`config.mk`:
```
export PLATFORM = sky130hd
export DESIGN_NAME = pursuit_lookahead_point_search_flat
export DESIGN_NICKNAME = d
export VERILOG_FILES = /design/src/hdl/ppl_pkg.sv /design/src/hdl/ppl_chan_if.sv /design/src/hdl/ppl_mul.sv /design/src/hdl/ppl_isqrt.sv /design/src/hdl/pursuit_lookahead_point_search.sv /design/src/flat_wrapper.sv
export SDC_FILE = /design/constraint.sdc
export NUM_CORES = 2
export LEC_CHECK = 0
export ABC_AREA = 0
export BUFFER_PORTS_ARGS = -buffer_cell sky130_fd_sc_hd__buf_2
export CAP_MARGIN = 40
export CELL_PAD_IN_SITES_DETAIL_PLACEMENT = 0
export CELL_PAD_IN_SITES_GLOBAL_PLACEMENT = 1
export CORE_MARGIN = 8
export CORE_UTILIZATION = 50
export DETAILED_ROUTE_END_ITERATION = 8
export GPL_TIMING_DRIVEN = 1
export PLACE_DENSITY = 0.79
export SLEW_MARGIN = 20
export SYNTH_ARGS = -nofsm -noshare
export SYNTH_HDL_FRONTEND = slang
export SYNTH_SLANG_ARGS = --single-unit
```
`constraint.sdc`:
```
create_clock -name clk -period 27.7 [get_ports clk]
set_input_delay 5.54 -clock clk [delete_from_list [all_inputs] [get_ports clk]]
set_output_delay 5.54 -clock clk [all_outputs]
set_load 0.02 [all_outputs]
```
`src/hdl/ppl_pkg.sv`:
```
// ============================================================================
// ppl_pkg: shared types and constants for the lookahead point search
// Beat layouts, state and operation codes, fixed arithmetic widths.
// ============================================================================
`default_nettype none

package ppl_pkg;

    localparam int COORD_W  = 32;
    localparam int DIST_W   = 23;
    localparam int SLOT_IN_W = 3;
    localparam int SEG_W    = 10;
    localparam int FRAC_W   = 27;
    localparam int T_W      = 17;
    localparam int Q_FRAC   = 16;
    localparam int RED_SH   = 4;
    localparam int RED_W    = COORD_W + 1 - RED_SH;
    localparam int RR_W     = DIST_W - RED_SH;
    localparam int OPW      = 60;
    localparam int PW       = 2 * OPW;
    localparam int ACC_W    = 62;
    localparam int ROOT_W   = ACC_W + 1;
    localparam int SQ_ITER  = PW / 2;
    localparam int SQ_CNT_W = $clog2(SQ_ITER + 1);
    localparam int DIV_CNT_W = $clog2(Q_FRAC + 1);
    localparam logic [T_W-1:0] ONE_Q16 = T_W'(1) << Q_FRAC;
    localparam logic [DIST_W-1:0] DIST_RESET = 23'd786432;

    typedef struct packed {
        logic [SLOT_IN_W-1:0]      path_slot;
        logic signed [COORD_W-1:0] robot_x;
        logic signed [COORD_W-1:0] robot_y;
        logic signed [COORD_W-1:0] start_x;
        logic signed [COORD_W-1:0] start_y;
        logic signed [COORD_W-1:0] end_x;
        logic signed [COORD_W-1:0] end_y;
        logic [SEG_W-1:0]          seg_index;
        logic                      last_segment;
    } seg_item_t;

    typedef struct packed {
        logic signed [COORD_W-1:0] look_x;
        logic signed [COORD_W-1:0] look_y;
        logic [FRAC_W-1:0]         frac_index;
        logic                      found_new;
    } look_item_t;

    typedef logic [DIST_W-1:0] dist_t;

    typedef enum logic [2:0] {
        ST_IDLE,
        ST_MUL_GO,
        ST_MUL_WAIT,
        ST_SQRT_WAIT,
        ST_DIV,
        ST_FRAC,
        ST_FINISH
    } state_t;

    typedef enum logic [3:0] {
        OP_DXDX,
        OP_DYDY,
        OP_DXFX,
        OP_DYFY,
        OP_FXFX,
        OP_FYFY,
        OP_RR,
        OP_HH,
        OP_AC,
        OP_ALX,
        OP_ALY
    } op_t;

endpackage

`default_nettype wire

```
`src/hdl/ppl_chan_if.sv`:
```
// ============================================================================
// ppl_chan_if: valid/ready channel
// One beat moves when valid and ready are both high at a rising edge.
// ============================================================================
`default_nettype none

interface ppl_chan_if #(
    parameter type data_t = logic
) ();
    logic  valid;
    logic  ready;
    data_t data;

    modport source (output valid, output data, input ready);
    modport sink (input valid, input data, output ready);
endinterface

`default_nettype wire

```
`src/hdl/ppl_mul.sv`:
```
// ============================================================================
// ppl_mul: bit-serial unsigned multiplier
// Retires one multiplier bit per cycle; ends early once no set bits remain.
// ============================================================================
`default_nettype none

module ppl_mul
    import ppl_pkg::*;
(
    input  wire logic           clk,
    input  wire logic           rst_n,
    input  wire logic           start,
    input  wire logic [OPW-1:0] op_a,
    input  wire logic [OPW-1:0] op_b,
    output logic                done,
    output logic [PW-1:0]       prod
);

    logic           busy_reg;
    logic [PW-1:0]  mcand_reg;
    logic [OPW-1:0] mplier_reg;
    logic [PW-1:0]  acc_reg;

    always_ff @(posedge clk or negedge rst_n)
    begin
        if (!rst_n)
        begin
            busy_reg <= 1'b0;
        end
        else if (start)
        begin
            busy_reg <= 1'b1;
        end
        else if (busy_reg && (mplier_reg == '0))
        begin
            busy_reg <= 1'b0;
        end
    end

    always_ff @(posedge clk)
    begin
        if (start)
        begin
            mcand_reg  <= PW'(op_a);
            mplier_reg <= op_b;
            acc_reg    <= '0;
        end
        else if (busy_reg && (mplier_reg != '0))
        begin
            // add the shifted multiplicand for a set bit, then advance
            if (mplier_reg[0])
            begin
                acc_reg <= acc_reg + mcand_reg;
            end
            mcand_reg  <= {mcand_reg[PW-2:0], 1'b0};
            mplier_reg <= {1'b0, mplier_reg[OPW-1:1]};
        end
    end

    assign done = busy_reg && (mplier_reg == '0);
    assign prod = acc_reg;

endmodule

`default_nettype wire

```
`src/hdl/ppl_isqrt.sv`:
```
// ============================================================================
// ppl_isqrt: digit-serial integer square root
// Restoring method, one root bit per cycle: floor(sqrt(radicand)).
// ============================================================================
`default_nettype none

module ppl_isqrt
    import ppl_pkg::*;
(
    input  wire logic          clk,
    input  wire logic          rst_n,
    input  wire logic          start,
    input  wire logic [PW-1:0] radicand,
    output logic               done,
    output logic [OPW-1:0]     root
);

    logic                busy_reg;
    logic [SQ_CNT_W-1:0] cnt_reg;
    logic [PW-1:0]       rad_reg;
    logic [OPW+3:0]      rem_reg;
    logic [OPW-1:0]      root_reg;
    logic [OPW+3:0]      rem_sh;
    logic [OPW+3:0]      trial;
    logic                ge;

    // bring down the next two radicand bits and try a one in the root
    assign rem_sh = {rem_reg[OPW+1:0], rad_reg[PW-1:PW-2]};
    assign trial  = {2'b00, root_reg, 2'b01};
    assign ge     = rem_sh >= trial;

    always_ff @(posedge clk or negedge rst_n)
    begin
        if (!rst_n)
        begin
            busy_reg <= 1'b0;
            cnt_reg  <= '0;
        end
        else if (start)
        begin
            busy_reg <= 1'b1;
            cnt_reg  <= SQ_CNT_W'(SQ_ITER);
        end
        else if (busy_reg)
        begin
            if (cnt_reg == '0)
            begin
                busy_reg <= 1'b0;
            end
            else
            begin
                cnt_reg <= cnt_reg - 1'b1;
            end
        end
    end

    always_ff @(posedge clk)
    begin
        if (start)
        begin
            rad_reg  <= radicand;
            rem_reg  <= '0;
            root_reg <= '0;
        end
        else if (busy_reg && (cnt_reg != '0))
        begin
            rem_reg  <= ge ? (rem_sh - trial) : rem_sh;
            root_reg <= {root_reg[OPW-2:0], ge};
            rad_reg  <= {rad_reg[PW-3:0], 2'b00};
        end
    end

    assign done = busy_reg && (cnt_reg == '0);
    assign root = root_reg;

endmodule

`default_nettype wire

```
`src/hdl/pursuit_lookahead_point_search.sv`:
```
// Work per segment: none when a hit is already held for the pass; otherwise up to nine
//   products on one bit-serial multiplier (each ends early), a square root, a divide
//   and two more products.
// Throughput: one segment at a time; set by the shared one-bit-per-cycle multiplier.
// Reset: all search state, slot history and the radius register clear at once
//   (radius to 12.0 in Q.16); no clearing pass.
// ============================================================================
// pursuit_lookahead_point_search: pure pursuit lookahead point search
// Intersects each path segment with the lookahead circle around the robot and
// keeps, per pass, the first hit ahead of the slot's previous fractional index.
// ============================================================================
`default_nettype none

module pursuit_lookahead_point_search
    import ppl_pkg::*;
#(
    parameter int PATH_SLOTS   = 5,
    parameter int MAX_SEGMENTS = 1024
) (
    input  wire logic   clk,
    input  wire logic   rst_n,
    ppl_chan_if.sink    seg_in,
    ppl_chan_if.source  look_out,
    ppl_chan_if.sink    cfg
);

    localparam int SLOT_W = (PATH_SLOTS > 1) ? $clog2(PATH_SLOTS) : 1;

    // ------------------------------------------------------------------
    // Helpers: reduced differences (floor shift by four) and magnitudes
    // ------------------------------------------------------------------
    function automatic logic signed [RED_W-1:0] red_diff(
        input logic signed [COORD_W-1:0] p,
        input logic signed [COORD_W-1:0] q
    );
        logic signed [COORD_W:0] d;
        d = {p[COORD_W-1], p} - {q[COORD_W-1], q};
        return d[COORD_W:RED_SH];
    endfunction

    function automatic logic [OPW-1:0] mag_red(input logic signed [RED_W-1:0] v);
        logic signed [RED_W:0] e;
        logic [RED_W:0]        m;
        e = {v[RED_W-1], v};
        m = e[RED_W] ? -e : e;
        return OPW'(m);
    endfunction

    function automatic logic [OPW-1:0] mag_acc(input logic signed [ACC_W-1:0] v);
        logic [ACC_W-1:0] m;
        m = v[ACC_W-1] ? -v : v;
        return m[OPW-1:0];
    endfunction

    function automatic logic [COORD_W:0] full_diff(
        input logic signed [COORD_W-1:0] p,
        input logic signed [COORD_W-1:0] q
    );
        return {p[COORD_W-1], p} - {q[COORD_W-1], q};
    endfunction

    function automatic logic [OPW-1:0] mag_full(input logic [COORD_W:0] d);
        logic [COORD_W:0] m;
        m = d[COORD_W] ? -d : d;
        return OPW'(m);
    endfunction

    function automatic op_t next_op(input op_t op);
        op_t r;
        case (op)
            OP_DXDX: r = OP_DYDY;
            OP_DYDY: r = OP_DXFX;
            OP_DXFX: r = OP_DYFY;
            OP_DYFY: r = OP_FXFX;
            OP_FXFX: r = OP_FYFY;
            OP_FYFY: r = OP_RR;
            OP_RR:   r = OP_HH;
            OP_HH:   r = OP_AC;
            OP_AC:   r = OP_ALX;
            OP_ALX:  r = OP_ALY;
            default: r = OP_DXDX;
        endcase
        return r;
    endfunction

    // ------------------------------------------------------------------
    // Registers
    // ------------------------------------------------------------------
    state_t state_reg, state_next;
    op_t    op_reg, op_next;

    dist_t  lookahead_reg;

    // captured segment
    logic signed [COORD_W-1:0] sx_reg, sy_reg, ex_reg, ey_reg;
    logic signed [RED_W-1:0]   dx_reg, dy_reg, fx_reg, fy_reg;
    logic [RR_W-1:0]           rr_reg;
    logic [SLOT_W-1:0]         slot_reg;
    logic [SEG_W-1:0]          seg_reg;
    logic                      last_reg;

    // quadratic terms and root search
    logic [OPW-1:0]            a_reg;
    logic signed [ACC_W-1:0]   h_reg, c_reg;
    logic [PW-1:0]             hh_reg;
    logic [OPW:0]              div_rem_reg;
    logic [DIV_CNT_W-1:0]      div_cnt_reg;
    logic [T_W-1:0]            t_reg;

    // hit chosen so far in the pass
    logic                      pass_hit_reg;
    logic signed [COORD_W-1:0] pass_look_x_reg, pass_look_y_reg;
    logic [FRAC_W-1:0]         pass_frac_reg;

    // per-slot history
    logic [FRAC_W-1:0]         prev_frac_reg [PATH_SLOTS];
    logic signed [COORD_W-1:0] prev_x_reg [PATH_SLOTS];
    logic signed [COORD_W-1:0] prev_y_reg [PATH_SLOTS];

    // output stage
    logic                      out_valid_reg;
    look_item_t                out_data_reg;

    // ------------------------------------------------------------------
    // Input capture: saturate slot and index, reduce to Q.12
    // ------------------------------------------------------------------
    seg_item_t          in_beat;
    logic               in_fire;
    logic [SLOT_W-1:0]  slot_sat;
    logic [SEG_W-1:0]   seg_sat;

    assign in_beat      = seg_in.data;
    assign seg_in.ready = (state_reg == ST_IDLE);
    assign in_fire      = seg_in.valid && seg_in.ready;

    always_comb
    begin
        if (32'(in_beat.path_slot) >= 32'(PATH_SLOTS))
        begin
            slot_sat = SLOT_W'(PATH_SLOTS - 1);
        end
        else
        begin
            slot_sat = SLOT_W'(in_beat.path_slot);
        end
        if (32'(in_beat.seg_index) > 32'(MAX_SEGMENTS - 1))
        begin
            seg_sat = SEG_W'(MAX_SEGMENTS - 1);
        end
        else
        begin
            seg_sat = in_beat.seg_index;
        end
    end

    // ------------------------------------------------------------------
    // Shared multiplier: operand selection by the current operation
    // ------------------------------------------------------------------
    logic           mul_start, mul_done, mul_neg;
    logic [OPW-1:0] mul_a, mul_b;
    logic [PW-1:0]  mul_prod;
    logic [COORD_W:0] dfx, dfy;

    assign dfx = full_diff(ex_reg, sx_reg);
    assign dfy = full_diff(ey_reg, sy_reg);

    always_comb
    begin
        mul_a   = '0;
        mul_b   = '0;
        mul_neg = 1'b0;
        case (op_reg)
            OP_DXDX:
            begin
                mul_a = mag_red(dx_reg);
                mul_b = mag_red(dx_reg);
            end
            OP_DYDY:
            begin
                mul_a = mag_red(dy_reg);
                mul_b = mag_red(dy_reg);
            end
            OP_DXFX:
            begin
                mul_a   = mag_red(dx_reg);
                mul_b   = mag_red(fx_reg);
                mul_neg = dx_reg[RED_W-1] ^ fx_reg[RED_W-1];
            end
            OP_DYFY:
            begin
                mul_a   = mag_red(dy_reg);
                mul_b   = mag_red(fy_reg);
                mul_neg = dy_reg[RED_W-1] ^ fy_reg[RED_W-1];
            end
            OP_FXFX:
            begin
                mul_a = mag_red(fx_reg);
                mul_b = mag_red(fx_reg);
            end
            OP_FYFY:
            begin
                mul_a = mag_red(fy_reg);
                mul_b = mag_red(fy_reg);
            end
            OP_RR:
            begin
                mul_a = OPW'(rr_reg);
                mul_b = OPW'(rr_reg);
            end
            OP_HH:
            begin
                mul_a = mag_acc(h_reg);
                mul_b = mag_acc(h_reg);
            end
            OP_AC:
            begin
                mul_a = a_reg;
                mul_b = mag_acc(c_reg);
            end
            OP_ALX:
            begin
                mul_a   = mag_full(dfx);
                mul_b   = OPW'(t_reg);
                mul_neg = dfx[COORD_W];
            end
            OP_ALY:
            begin
                mul_a   = mag_full(dfy);
                mul_b   = OPW'(t_reg);
                mul_neg = dfy[COORD_W];
            end
            default:
            begin
                mul_a = '0;
            end
        endcase
    end

    ppl_mul u_mul (
        .clk   (clk),
        .rst_n (rst_n),
        .start (mul_start),
        .op_a  (mul_a),
        .op_b  (mul_b),
        .done  (mul_done),
        .prod  (mul_prod)
    );

    // signed view of the small cross products and of the along-track offset
    logic signed [ACC_W-1:0] prod_s;
    logic signed [63:0]      prod_64;
    logic signed [COORD_W-1:0] along_val;
    logic signed [COORD_W-1:0] along_base;
    logic [OPW-1:0]          a_sum;

    assign prod_s  = mul_neg ? -$signed({2'b00, mul_prod[OPW-1:0]})
                             :  $signed({2'b00, mul_prod[OPW-1:0]});
    assign prod_64 = mul_neg ? -$signed(mul_prod[63:0]) : $signed(mul_prod[63:0]);
    assign along_base = (op_reg == OP_ALX) ? sx_reg : sy_reg;
    // floor(d*t / 65536) by arithmetic shift, then wrap to 32 bits
    assign along_val  = along_base + prod_64[Q_FRAC+COORD_W-1:Q_FRAC];
    assign a_sum      = a_reg + mul_prod[OPW-1:0];

    // discriminant from h*h and a*|c|
    logic          c_neg, disc_bad;
    logic [PW-1:0] disc;

    assign c_neg    = c_reg[ACC_W-1];
    assign disc_bad = !c_neg && (hh_reg < mul_prod);
    assign disc     = c_neg ? (hh_reg + mul_prod) : (hh_reg - mul_prod);

    // ------------------------------------------------------------------
    // Square root and root selection
    // ------------------------------------------------------------------
    logic           sq_start, sq_done;
    logic [OPW-1:0] sq_root;

    ppl_isqrt u_sqrt (
        .clk      (clk),
        .rst_n    (rst_n),
        .start    (sq_start),
        .radicand (disc),
        .done     (sq_done),
        .root     (sq_root)
    );

    logic signed [ROOT_W-1:0] neg_h, n1, n2, a_ext;
    logic                     n1_ok, n2_ok, root_ok;
    logic [OPW-1:0]           n_pick;

    assign neg_h  = -$signed({h_reg[ACC_W-1], h_reg});
    assign n1     = neg_h - $signed(ROOT_W'(sq_root));
    assign n2     = neg_h + $signed(ROOT_W'(sq_root));
    assign a_ext  = $signed(ROOT_W'(a_reg));
    assign n1_ok  = !n1[ROOT_W-1] && (n1 <= a_ext);
    assign n2_ok  = !n2[ROOT_W-1] && (n2 <= a_ext);
    assign root_ok = n1_ok || n2_ok;
    // smaller root first
    assign n_pick = n1_ok ? n1[OPW-1:0] : n2[OPW-1:0];

    // ------------------------------------------------------------------
    // Fraction: one quotient bit per cycle, then the pass compare
    // ------------------------------------------------------------------
    logic [OPW:0]      div_rem_sh;
    logic              div_ge;
    logic [FRAC_W-1:0] frac_calc;
    logic              frac_gt;

    assign div_rem_sh = {div_rem_reg[OPW-1:0], 1'b0};
    assign div_ge     = div_rem_sh >= {1'b0, a_reg};
    assign frac_calc  = FRAC_W'({seg_reg, {Q_FRAC{1'b0}}}) + FRAC_W'(t_reg);
    assign frac_gt    = frac_calc > prev_frac_reg[slot_reg];

    // ------------------------------------------------------------------
    // Sequencer
    // ------------------------------------------------------------------
    logic emit;

    assign emit = (state_reg == ST_FINISH) && last_reg
               && (!out_valid_reg || look_out.ready);

    always_comb
    begin
        state_next = state_reg;
        op_next    = op_reg;
        mul_start  = 1'b0;
        sq_start   = 1'b0;
        case (state_reg)
            ST_IDLE:
            begin
                if (seg_in.valid)
                begin
                    op_next    = OP_DXDX;
                    // a hit already held for this pass: nothing to search
                    state_next = pass_hit_reg ? ST_FINISH : ST_MUL_GO;
                end
            end
            ST_MUL_GO:
            begin
                mul_start  = 1'b1;
                state_next = ST_MUL_WAIT;
            end
            ST_MUL_WAIT:
            begin
                if (mul_done)
                begin
                    case (op_reg)
                        OP_DYDY:
                        begin
                            // zero-length segment
                            if (a_sum == '0)
                            begin
                                state_next = ST_FINISH;
                            end
                            else
                            begin
                                op_next    = next_op(op_reg);
                                state_next = ST_MUL_GO;
                            end
                        end
                        OP_AC:
                        begin
                            if (disc_bad)
                            begin
                                state_next = ST_FINISH;
                            end
                            else
                            begin
                                sq_start   = 1'b1;
                                state_next = ST_SQRT_WAIT;
                            end
                        end
                        OP_ALY:
                        begin
                            state_next = ST_FINISH;
                        end
                        default:
                        begin
                            op_next    = next_op(op_reg);
                            state_next = ST_MUL_GO;
                        end
                    endcase
                end
            end
            ST_SQRT_WAIT:
            begin
                if (sq_done)
                begin
                    if (!root_ok)
                    begin
                        state_next = ST_FINISH;
                    end
                    else if (n_pick == a_reg)
                    begin
                        state_next = ST_FRAC;
                    end
                    else
                    begin
                        state_next = ST_DIV;
                    end
                end
            end
            ST_DIV:
            begin
                if (div_cnt_reg == '0)
                begin
                    state_next = ST_FRAC;
                end
            end
            ST_FRAC:
            begin
                if (frac_gt)
                begin
                    op_next    = OP_ALX;
                    state_next = ST_MUL_GO;
                end
                else
                begin
                    state_next = ST_FINISH;
                end
            end
            ST_FINISH:
            begin
                if (!last_reg || emit)
                begin
                    state_next = ST_IDLE;
                end
            end
            default:
            begin
                state_next = ST_IDLE;
            end
        endcase
    end

    always_ff @(posedge clk or negedge rst_n)
    begin
        if (!rst_n)
        begin
            state_reg <= ST_IDLE;
            op_reg    <= OP_DXDX;
        end
        else
        begin
            state_reg <= state_next;
            op_reg    <= op_next;
        end
    end

    // ------------------------------------------------------------------
    // Datapath scratch (no reset)
    // ------------------------------------------------------------------
    always_ff @(posedge clk)
    begin
        if (in_fire)
        begin
            sx_reg   <= in_beat.start_x;
            sy_reg   <= in_beat.start_y;
            ex_reg   <= in_beat.end_x;
            ey_reg   <= in_beat.end_y;
            dx_reg   <= red_diff(in_beat.end_x, in_beat.start_x);
            dy_reg   <= red_diff(in_beat.end_y, in_beat.start_y);
            fx_reg   <= red_diff(in_beat.start_x, in_beat.robot_x);
            fy_reg   <= red_diff(in_beat.start_y, in_beat.robot_y);
            rr_reg   <= lookahead_reg[DIST_W-1:RED_SH];
            slot_reg <= slot_sat;
            seg_reg  <= seg_sat;
            last_reg <= in_beat.last_segment;
        end

        if ((state_reg == ST_MUL_WAIT) && mul_done)
        begin
            case (op_reg)
                OP_DXDX: a_reg  <= mul_prod[OPW-1:0];
                OP_DYDY: a_reg  <= a_sum;
                OP_DXFX: h_reg  <= prod_s;
                OP_DYFY: h_reg  <= h_reg + prod_s;
                OP_FXFX: c_reg  <= prod_s;
                OP_FYFY: c_reg  <= c_reg + prod_s;
                OP_RR:   c_reg  <= c_reg - prod_s;
                OP_HH:   hh_reg <= mul_prod;
                default: hh_reg <= hh_reg;
            endcase
        end

        if ((state_reg == ST_SQRT_WAIT) && sq_done)
        begin
            div_rem_reg <= {1'b0, n_pick};
            div_cnt_reg <= DIV_CNT_W'(Q_FRAC);
            // the end point itself reads as exactly 1.0
            t_reg       <= (n_pick == a_reg) ? ONE_Q16 : '0;
        end
        else if ((state_reg == ST_DIV) && (div_cnt_reg != '0))
        begin
            div_rem_reg <= div_ge ? (div_rem_sh - {1'b0, a_reg}) : div_rem_sh;
            t_reg       <= {t_reg[T_W-2:0], div_ge};
            div_cnt_reg <= div_cnt_reg - 1'b1;
        end
    end

    // ------------------------------------------------------------------
    // Radius register, pass state, slot history, output stage
    // ------------------------------------------------------------------
    assign cfg.ready = 1'b1;

    always_ff @(posedge clk or negedge rst_n)
    begin
        if (!rst_n)
        begin
            lookahead_reg   <= DIST_RESET;
            pass_hit_reg    <= 1'b0;
            pass_look_x_reg <= '0;
            pass_look_y_reg <= '0;
            pass_frac_reg   <= '0;
            out_valid_reg   <= 1'b0;
            for (int i = 0; i < PATH_SLOTS; i++)
            begin
                prev_frac_reg[i] <= '0;
                prev_x_reg[i]    <= '0;
                prev_y_reg[i]    <= '0;
            end
        end
        else
        begin
            if (cfg.valid)
            begin
                lookahead_reg <= cfg.data;
            end

            if ((state_reg == ST_FRAC) && frac_gt)
            begin
                pass_frac_reg <= frac_calc;
            end

            if ((state_reg == ST_MUL_WAIT) && mul_done && (op_reg == OP_ALX))
            begin
                pass_look_x_reg <= along_val;
            end

            if ((state_reg == ST_MUL_WAIT) && mul_done && (op_reg == OP_ALY))
            begin
                pass_look_y_reg <= along_val;
                pass_hit_reg    <= 1'b1;
            end

            // load a new beat, or drop the current one once taken
            if (emit)
            begin
                out_valid_reg <= 1'b1;
                if (pass_hit_reg)
                begin
                    prev_frac_reg[slot_reg] <= pass_frac_reg;
                    prev_x_reg[slot_reg]    <= pass_look_x_reg;
                    prev_y_reg[slot_reg]    <= pass_look_y_reg;
                end
                // clear the pass for the next search
                pass_hit_reg    <= 1'b0;
                pass_look_x_reg <= '0;
                pass_look_y_reg <= '0;
                pass_frac_reg   <= '0;
            end
            else if (look_out.ready)
            begin
                out_valid_reg <= 1'b0;
            end
        end
    end

    always_ff @(posedge clk)
    begin
        if (emit)
        begin
            if (pass_hit_reg)
            begin
                out_data_reg.look_x     <= pass_look_x_reg;
                out_data_reg.look_y     <= pass_look_y_reg;
                out_data_reg.frac_index <= pass_frac_reg;
                out_data_reg.found_new  <= 1'b1;
            end
            else
            begin
                // hold the previous point of the slot
                out_data_reg.look_x     <= prev_x_reg[slot_reg];
                out_data_reg.look_y     <= prev_y_reg[slot_reg];
                out_data_reg.frac_index <= prev_frac_reg[slot_reg];
                out_data_reg.found_new  <= 1'b0;
            end
        end
    end

    assign look_out.valid = out_valid_reg;
    assign look_out.data  = out_data_reg;

`ifndef SYNTHESIS
    // a pass hit is only ever recorded at the end of the second along-track product
    a_hit_source: assert property (@(posedge clk) disable iff (!rst_n)
        $rose(pass_hit_reg) |-> ($past(state_reg) == ST_MUL_WAIT)
                                && ($past(op_reg) == OP_ALY))
        else $error("pass hit set outside the along-track step");

    // the long division keeps its partial remainder below a
    a_div_rem: assert property (@(posedge clk) disable iff (!rst_n)
        (state_reg == ST_DIV) |-> (div_rem_reg < {1'b0, a_reg}))
        else $error("division remainder out of range");

    // a held hit always lies strictly ahead of index zero
    a_hit_frac: assert property (@(posedge clk) disable iff (!rst_n)
        pass_hit_reg |-> (pass_frac_reg != '0))
        else $error("pass hit with zero fractional index");

    // no new segment is taken while the multiplier or root unit is running
    a_idle_units: assert property (@(posedge clk) disable iff (!rst_n)
        (state_reg == ST_MUL_WAIT || state_reg == ST_SQRT_WAIT) |-> !seg_in.ready)
        else $error("input ready during arithmetic");
`endif

endmodule

`default_nettype wire
```
`src/flat_wrapper.sv`:
```
// flat-port wrapper written by rule: the top's interface ports become plain ports
module pursuit_lookahead_point_search_flat import ppl_pkg::*;
#(
    parameter int PATH_SLOTS   = 5,
    parameter int MAX_SEGMENTS = 1024
)
  (clk, rst_n, seg_in_valid, seg_in_data, seg_in_ready, look_out_valid, look_out_data, look_out_ready, cfg_valid, cfg_data, cfg_ready);
  ppl_chan_if seg_in_i ();
  ppl_chan_if look_out_i ();
  ppl_chan_if cfg_i ();
  input  wire logic clk;
  input  wire logic rst_n;
  input wire logic [$bits(seg_in_i.valid)-1:0] seg_in_valid;
  input wire logic [$bits(seg_in_i.data)-1:0] seg_in_data;
  output wire logic [$bits(seg_in_i.ready)-1:0] seg_in_ready;
  output wire logic [$bits(look_out_i.valid)-1:0] look_out_valid;
  output wire logic [$bits(look_out_i.data)-1:0] look_out_data;
  input wire logic [$bits(look_out_i.ready)-1:0] look_out_ready;
  input wire logic [$bits(cfg_i.valid)-1:0] cfg_valid;
  input wire logic [$bits(cfg_i.data)-1:0] cfg_data;
  output wire logic [$bits(cfg_i.ready)-1:0] cfg_ready;
  assign seg_in_i.valid = seg_in_valid;
  assign seg_in_i.data = seg_in_data;
  assign seg_in_ready = seg_in_i.ready;
  assign look_out_valid = look_out_i.valid;
  assign look_out_data = look_out_i.data;
  assign look_out_i.ready = look_out_ready;
  assign cfg_i.valid = cfg_valid;
  assign cfg_i.data = cfg_data;
  assign cfg_ready = cfg_i.ready;
  pursuit_lookahead_point_search #(.PATH_SLOTS(PATH_SLOTS), .MAX_SEGMENTS(MAX_SEGMENTS)) u_core (.clk(clk), .rst_n(rst_n), .seg_in(seg_in_i), .look_out(look_out_i), .cfg(cfg_i));
endmodule
```
======== After elaboration in Yosys (flattened, before gate mapping) ========
Memories as Yosys holds them, arrays and structs flattened.
Cells that the tools add are included.
storage, ports and cells
  memories ................................ 2
  memory bits (read-only) ................. 128
  output and inout port bits .............. 4
  bits in latches ......................... 0
  memory bits (writable) .................. 0
  word-level logic and storage cells ...... 193
  bits of input ports ..................... 7
  register bits ........................... 1006
memory list
  name              depth  bits a word  read ports  clocked after memory_dff  write ports  line                                  text
  (name not given)  16     4            1           0                         0            pursuit_lookahead_point_search.sv:70  case (op)
  (name not given)  16     4            1           0                         0            pursuit_lookahead_point_search.sv:70
cells by class
  reduce and logical (&&, ||, !) cells .... 55
  shift-type cells ........................ 0
  mux-type cells .......................... 61
  magnitude comparators ................... 6
  bitwise operators ....................... 0
  equality and inequality tests ........... 26
  divide/modulo/power cells ............... 0
  $add $sub $neg .......................... 16
  $mul .................................... 0
operators by type and width
  kind                                                         count
  60-bit 2-to-1 mux                                            10
  120-bit 2-to-1 mux                                           3
  120-bit adder                                                2
  60-bit case mux with 4 select lines                          1
  62-bit case mux with 3 select lines                          1
  60-bit case mux with 3 select lines                          1
  63-bit by 61-bit less-or-equal comparator with 1-bit output  2
  62-bit by 61-bit adder with 62-bit output                    2
  62-bit case mux with 2 select lines                          1
  60-bit zero test                                             2
  120-bit less-than comparator                                 1
  60-bit negator                                               2
  60-bit case mux with 2 select lines                          1
  120-bit subtractor                                           1
  64-bit by 62-bit >= comparator with 1-bit output             1
  63-bit by 61-bit adder with 63-bit output                    1
  62-bit negator with 63-bit output                            1
  63-bit by 61-bit subtractor with 63-bit output               1
  62-bit 2-to-1 mux                                            1
  62-bit by 61-bit subtractor with 62-bit output               1
  62-bit subtractor                                            1
  61-bit by 60-bit >= comparator with 1-bit output             1
  60-bit adder                                                 1
  60-bit equality test                                         1
  40 further kinds                                             124

======== Logic depth before layout (Yosys ltp) ========
  depth after elaboration ................. 10
  gate-level depth with buffers ........... 49

======== Cells and area by module ========
From an unflattened synthesis, not the netlist that was laid out.
unflattened totals
  cell total of the unflattened synthesis .. 11832
  area, all modules ....................... 95545.4 µm²
modules (own cells, without submodules)
  module                          area each (µm²)  instances  cells an instance
  pursuit_lookahead_point_search  61836.8          1          8076
  ppl_mul                         19658.9          1          2284
  ppl_isqrt                       14049.7          1          1472

======== Worst setup path before layout ========
Ideal clock, no wire load.
  path type ............................... register -> register
  start point ............................. register u_core.h_reg[14]
  end point ............................... register u_core.t_reg[16], data pin
  buffers on the path ..................... 5
  arrival time ............................ 9.646 ns
  setup time .............................. 0.131 ns
  stages on the path, launching flop included .. 45
  slack ................................... 17.924 ns
  cells stage by stage .................... edfxtp_1 or4_1 or4_4 or3_1 buf_2 nor4_4 or2b_1 or3_1 or2_2 or4_1 or2_2 nor2_1 xnor2_1 ha_1 clkbuf_1 inv_1 nor2_1 nor2_1 [... 9 more ...] a21o_1 a21o_1 a21o_1 a21o_1 a21o_1 a21oi_1 o211ai_1 o21ai_0 o2111ai_1 or4_1 buf_6 buf_6 buf_6 or4b_1 nand3_1 o211ai_1 nor4_2 mux2_2
between the ends
  word-level cells in the longest chain between the ends .. 8
  elaborated cells on any way between the ends .. 10
  those cells by class .................... add/sub (3); order compare (1); eq/ne (1); mux (3); reduce/logical (2)
ends and longest elaborated chain
  what                                                                                            line                                   text
  start, declared                                                                                 pursuit_lookahead_point_search.sv:104  logic signed [ACC_W-1:0] h_reg, c_reg;
  start signal, assigned                                                                          pursuit_lookahead_point_search.sv:476  OP_DXFX: h_reg <= prod_s;
  start signal, assigned                                                                          pursuit_lookahead_point_search.sv:477  OP_DYFY: h_reg <= h_reg + prod_s;
  62-bit negator with 63-bit output (*)                                                           pursuit_lookahead_point_search.sv:291  assign neg_h = -$signed({h_reg[ACC_W-1], h_reg});
  63-bit by 61-bit subtractor with 63-bit output                                                  pursuit_lookahead_point_search.sv:292  assign n1 = neg_h - $signed(ROOT_W'(sq_root));
  63-bit by 61-bit less-or-equal comparator with 1-bit output or 1-bit zero test (tied branches)  pursuit_lookahead_point_search.sv:295  assign n1_ok = !n1[ROOT_W-1] && (n1 <= a_ext);
  1-bit logical AND                                                                               pursuit_lookahead_point_search.sv:295
  60-bit 2-to-1 mux (*)                                                                           pursuit_lookahead_point_search.sv:299  assign n_pick = n1_ok ? n1[OPW-1:0] : n2[OPW-1:0];
  60-bit equality test (*)                                                                        pursuit_lookahead_point_search.sv:491  t_reg <= (n_pick == a_reg) ? ONE_Q16 : '0;
  17-bit 2-to-1 mux (*)                                                                           pursuit_lookahead_point_search.sv:491
  17-bit 2-to-1 mux (*)                                                                           pursuit_lookahead_point_search.sv:486  if ((state_reg == ST_SQRT_WAIT) && sq_done)
  end signal, assigned                                                                            pursuit_lookahead_point_search.sv:491
  end signal, assigned                                                                            pursuit_lookahead_point_search.sv:496  t_reg <= {t_reg[T_W-2:0], div_ge};
  end, declared                                                                                   pursuit_lookahead_point_search.sv:108  logic [T_W-1:0] t_reg;
Mark *: on every way between the ends. The rest lies on a longest branch, timed or not.
A chain may end at the register's enable or synchronous reset.

======== Worst setup path after layout ========
  start point ............................. register u_core.h_reg[0]
  end point ............................... register u_core.t_reg[16], data pin
Same word-level chain as after synthesis.

==> flow_summary.json <==
{
  "grt_overflow": 0,
  "clk_path_buf_depth": 3,
  "first_pass_iters": 8,
  "yosysTopAreaCell": "edfxtp_1",
  "criticalPathCategory": "reg2reg",
  "synth-edff-count": 624,
  "core_area_um2": 179000,
  "reg2reg_slack_ns": 12.99,
  "port_buffers": 8,
  "fmax_mhz": 68.0,
  "cp_num_buf_inv": 4,
  "clock_latency_ns": 0.80,
  "synth-simple-area-share_pct": 17.8,
  "dp_cells": 13189,
  "avgViaCountPerCell": 6.04,
  "finalWorstPathRequiredPeriod_ns": 14.71,
  "synth.avg_cell_area_um2": 8.02,
  "cp.arrival_ns": 15.38,
  "status": "finished, final reports clean",
  "start_util_pct": 50.4,
  "crit_top_cell": "nand4_1",
  "drc": 0,
  "synthAdderAreaFrac_pct": 13.1,
  "p_sw_uw": 3170,
  "postCtsSetupBuffers": 0,
  "vias": 81262,
  "wl_mm": 287,
  "ir_drop_mv": 0.0664,
  "tightestPinTransition_ns": 1.06,
  "hold_viol_final": 0,
  "setup_viol": 0,
  "p_int_uw": 4300,
  "rsz0062_at_grt": "false",
  "synthMuxAreaShare_pct": 2.07,
  "synth_top_family_by_area": "compound AO/OA/AOI/OAI gates",
  "cts_tree": "done",
  "seq_power_share_pct": 27.0,
  "final.setup_skew_ns": 0.0280,
  "nNetsFinal": 11928,
  "ys_ff_latch": 983,
  "clkPwrFrac_pct": 23.4,
  "die_w_um": 440,
  "post_drt_wl_per_cell_um": 21.4,
  "end_kind": "flip-flop",
  "synth.most_common_cell": "nand2_1",
  "clkTransAtPathRegs_ns": 0.06,
  "instances_no_fill": 13446,
  "synth_compound_area_share_pct": 24.2,
  "synth.area.top_cells": "edfxtp_1 (21%), ha_1 (13%), a21oi_1 (6.9%), dfxtp_1 (6.8%), xnor2_1 (6.1%)",
  "clock_sinks": 983,
  "antenna_found_initial": 16,
  "relSlewSlack_pct": 29.1,
  "io-pin-count": 11,
  "placed_area_um2": 92200,
  "crit_family": "simple AND/OR/NAND/NOR gates",
  "synth.distinct_cells": 97,
  "clockRootBuffer": "clkbuf_16",
  "cp.required_ns": 28.37,
  "slew_viol_final": 0,
  "grt_pass1_vias": 75803,
  "synthArstFlopShare_pct": 5.29,
  "max-cap-violations": 0,
  "ant_nets": 0,
  "h-tree-depth": 4,
  "crit_slowest_cell": "nor4_1",
  "synth_top_area_share_pct": 20.8,
  "design_area_um2": 96800,
  "yosys.area_share.xor_xnor_pct": 8.85,
  "seq_area_frac_synth_pct": 29.1,
  "grt.total_usage_pct": 28.6,
  "hold_path.class": "reg2reg",
  "power_frac_comb_pct": 49.6,
  "ys.flop_type": "edfxtp_1",
  "synthTopCellsByCount": "nand2_1 (1260), a21oi_1 (1240), o21ai_0 (956)",
  "startpoint_type": "flip-flop",
  "hold_buffers": 0,
  "p_per_area_nw_per_um2": 77.1,
  "place_hpwl_mm": 225,
  "swShare_pct": 42.4,
  "grt_pass1_wl_mm": 444,
  "die_height_um": 440,
  "fillers": 17294,
  "leakage_uw": 0.0412,
  "critPathMaxFanout": 39,
  "ctsResizeCount": 0,
  "syn_to_final_growth_pct": 7.66,
  "drive_gt1_share_pct": 4.87,
  "max_stage_delay_ns": 0.86,
  "die_area_um2": 194000,
  "drt_iter0_markers": 7796,
  "numCtsBuffers": 130,
  "timing.final.crit_share_pct": 53.1,
  "gp_congestion": 0.987,
  "synth_cells": 11216,
  "syn_area_um2": 89900,
  "grt_max_degree": 94,
  "num_rows": 155,
  "whs_ns": 0.470,
  "synth_nets": 12161,
  "synth_warnings": 0,
  "tns_ns": 0
}
[cell families after synthesis]
| family | Yosys count |
|---|---|
| fa+ha+maj | 938 |
| compound gates | 3591 |
| buf+inv | 1138 |
| flops | 983 |
| simple gates | 3481 |
| mux | 177 |
| other cells | 1 |
| xor+xnor | 907 |
[worst paths after layout]
path | start | cells after the start | to
max | u_core.h_reg[0]$_DFFE_PP_ | 36 | u_core.t_reg[16]$_DFFE_PP_
min | u_core.u_sqrt.rem_reg[61]$_SDFFE_PP0P_ | 2 | u_core.u_sqrt.rem_reg[61]$_SDFFE_PP0P_
max reg2reg | u_core.h_reg[0]$_DFFE_PP_ | 36 | u_core.t_reg[16]$_DFFE_PP_
min reg2reg | u_core.u_sqrt.rem_reg[61]$_SDFFE_PP0P_ | 2 | u_core.u_sqrt.rem_reg[61]$_SDFFE_PP0P_
max in group asynchronous | rst_n | 3 | u_core.prev_frac_reg[110]$_DFFE_PN0P_
min in group asynchronous | rst_n | 2 | u_core.u_sqrt.cnt_reg[4]$_DFFE_PN0P_
[power by group through the flow]
stage / clock [uW] / combinational (uW) / sequential, uW
6_report: 1750 / 3700 / 2020
5_1_grt: 1840 / 4100 / 2040
4_1_cts: 1790 / 3630 / 2020
3_5_place_dp: 0 / 3600 / 2040
3_3_place_gp: 0 / 3550 / 2040
2_1_floorplan: 0 / 2650 / 2040
[tightest hold or removal path: cells and delay by family (launching register included)]
| kind | cells | cell delay, ns |
|---|---|---|
| AND/OR/NAND/NOR | 1 | 0.05 |
| AO/OA/AOI/OAI | 1 | 0.06 |
| flip-flops | 1 | 0.31 |
[layout make-up]
type                            count  area (um^2)  area share (%)
Timing Repair Buffer              176         1490            1.54
Inverter                          597         2240            2.31
Sequential cell                   983        26200            27.0
Clock inverter                     50          526           0.543
Multi-Input combinational cell   9095        59600            61.6
Antenna cell                        4         10.0          0.0103
Clock buffer                      186         3820            3.94
Tap cell                         2355         2950            3.04
[layer usage]
metal / GRT usage [%] / wire length, um
met3: 5.43 / 22000
met1: 42.8 / 139000
met5: 0 / 0
met2: 42.3 / 120000
met4: 6.88 / 6740
[layout by cell type, fill, tap and decap left out, drive strengths merged, types with 33 or more instances in the layout]
cell type	count
nor4	100
or2	36
o21ai	963
o31ai	109
nand2b	140
o21a	72
mux2i	110
a21o	395
clkinv	33
o211ai	54
a21oi	1240
xor2	281
o21bai	194
or4	55
nand4	161
or3	108
dfrtp	51
nand2	1261
buf	173
and2	40
a221oi	41
nor2	939
dfxtp	307
xnor2	626
nand3	188
a31oi	91
mux2	67
edfxtp	624
nor2b	124
ha	929
inv	603
and3	61
nor3	214
clkbuf	187
a211oi	124
[stage by stage]
step / setup WS (ns) / total power [uW] / util [%]
global route: 12.79 / 7980 / 54.2
global placement: 12.97 / 5590 / 51.5
finish: 12.99 / 7470 / 54.2
floorplan: 17.92 / 4700 / -
detailed placement: 13.89 / 5640 / 51.6
CTS: 13.80 / 7430 / 54.0
Power figures use the tool's default switching activity.
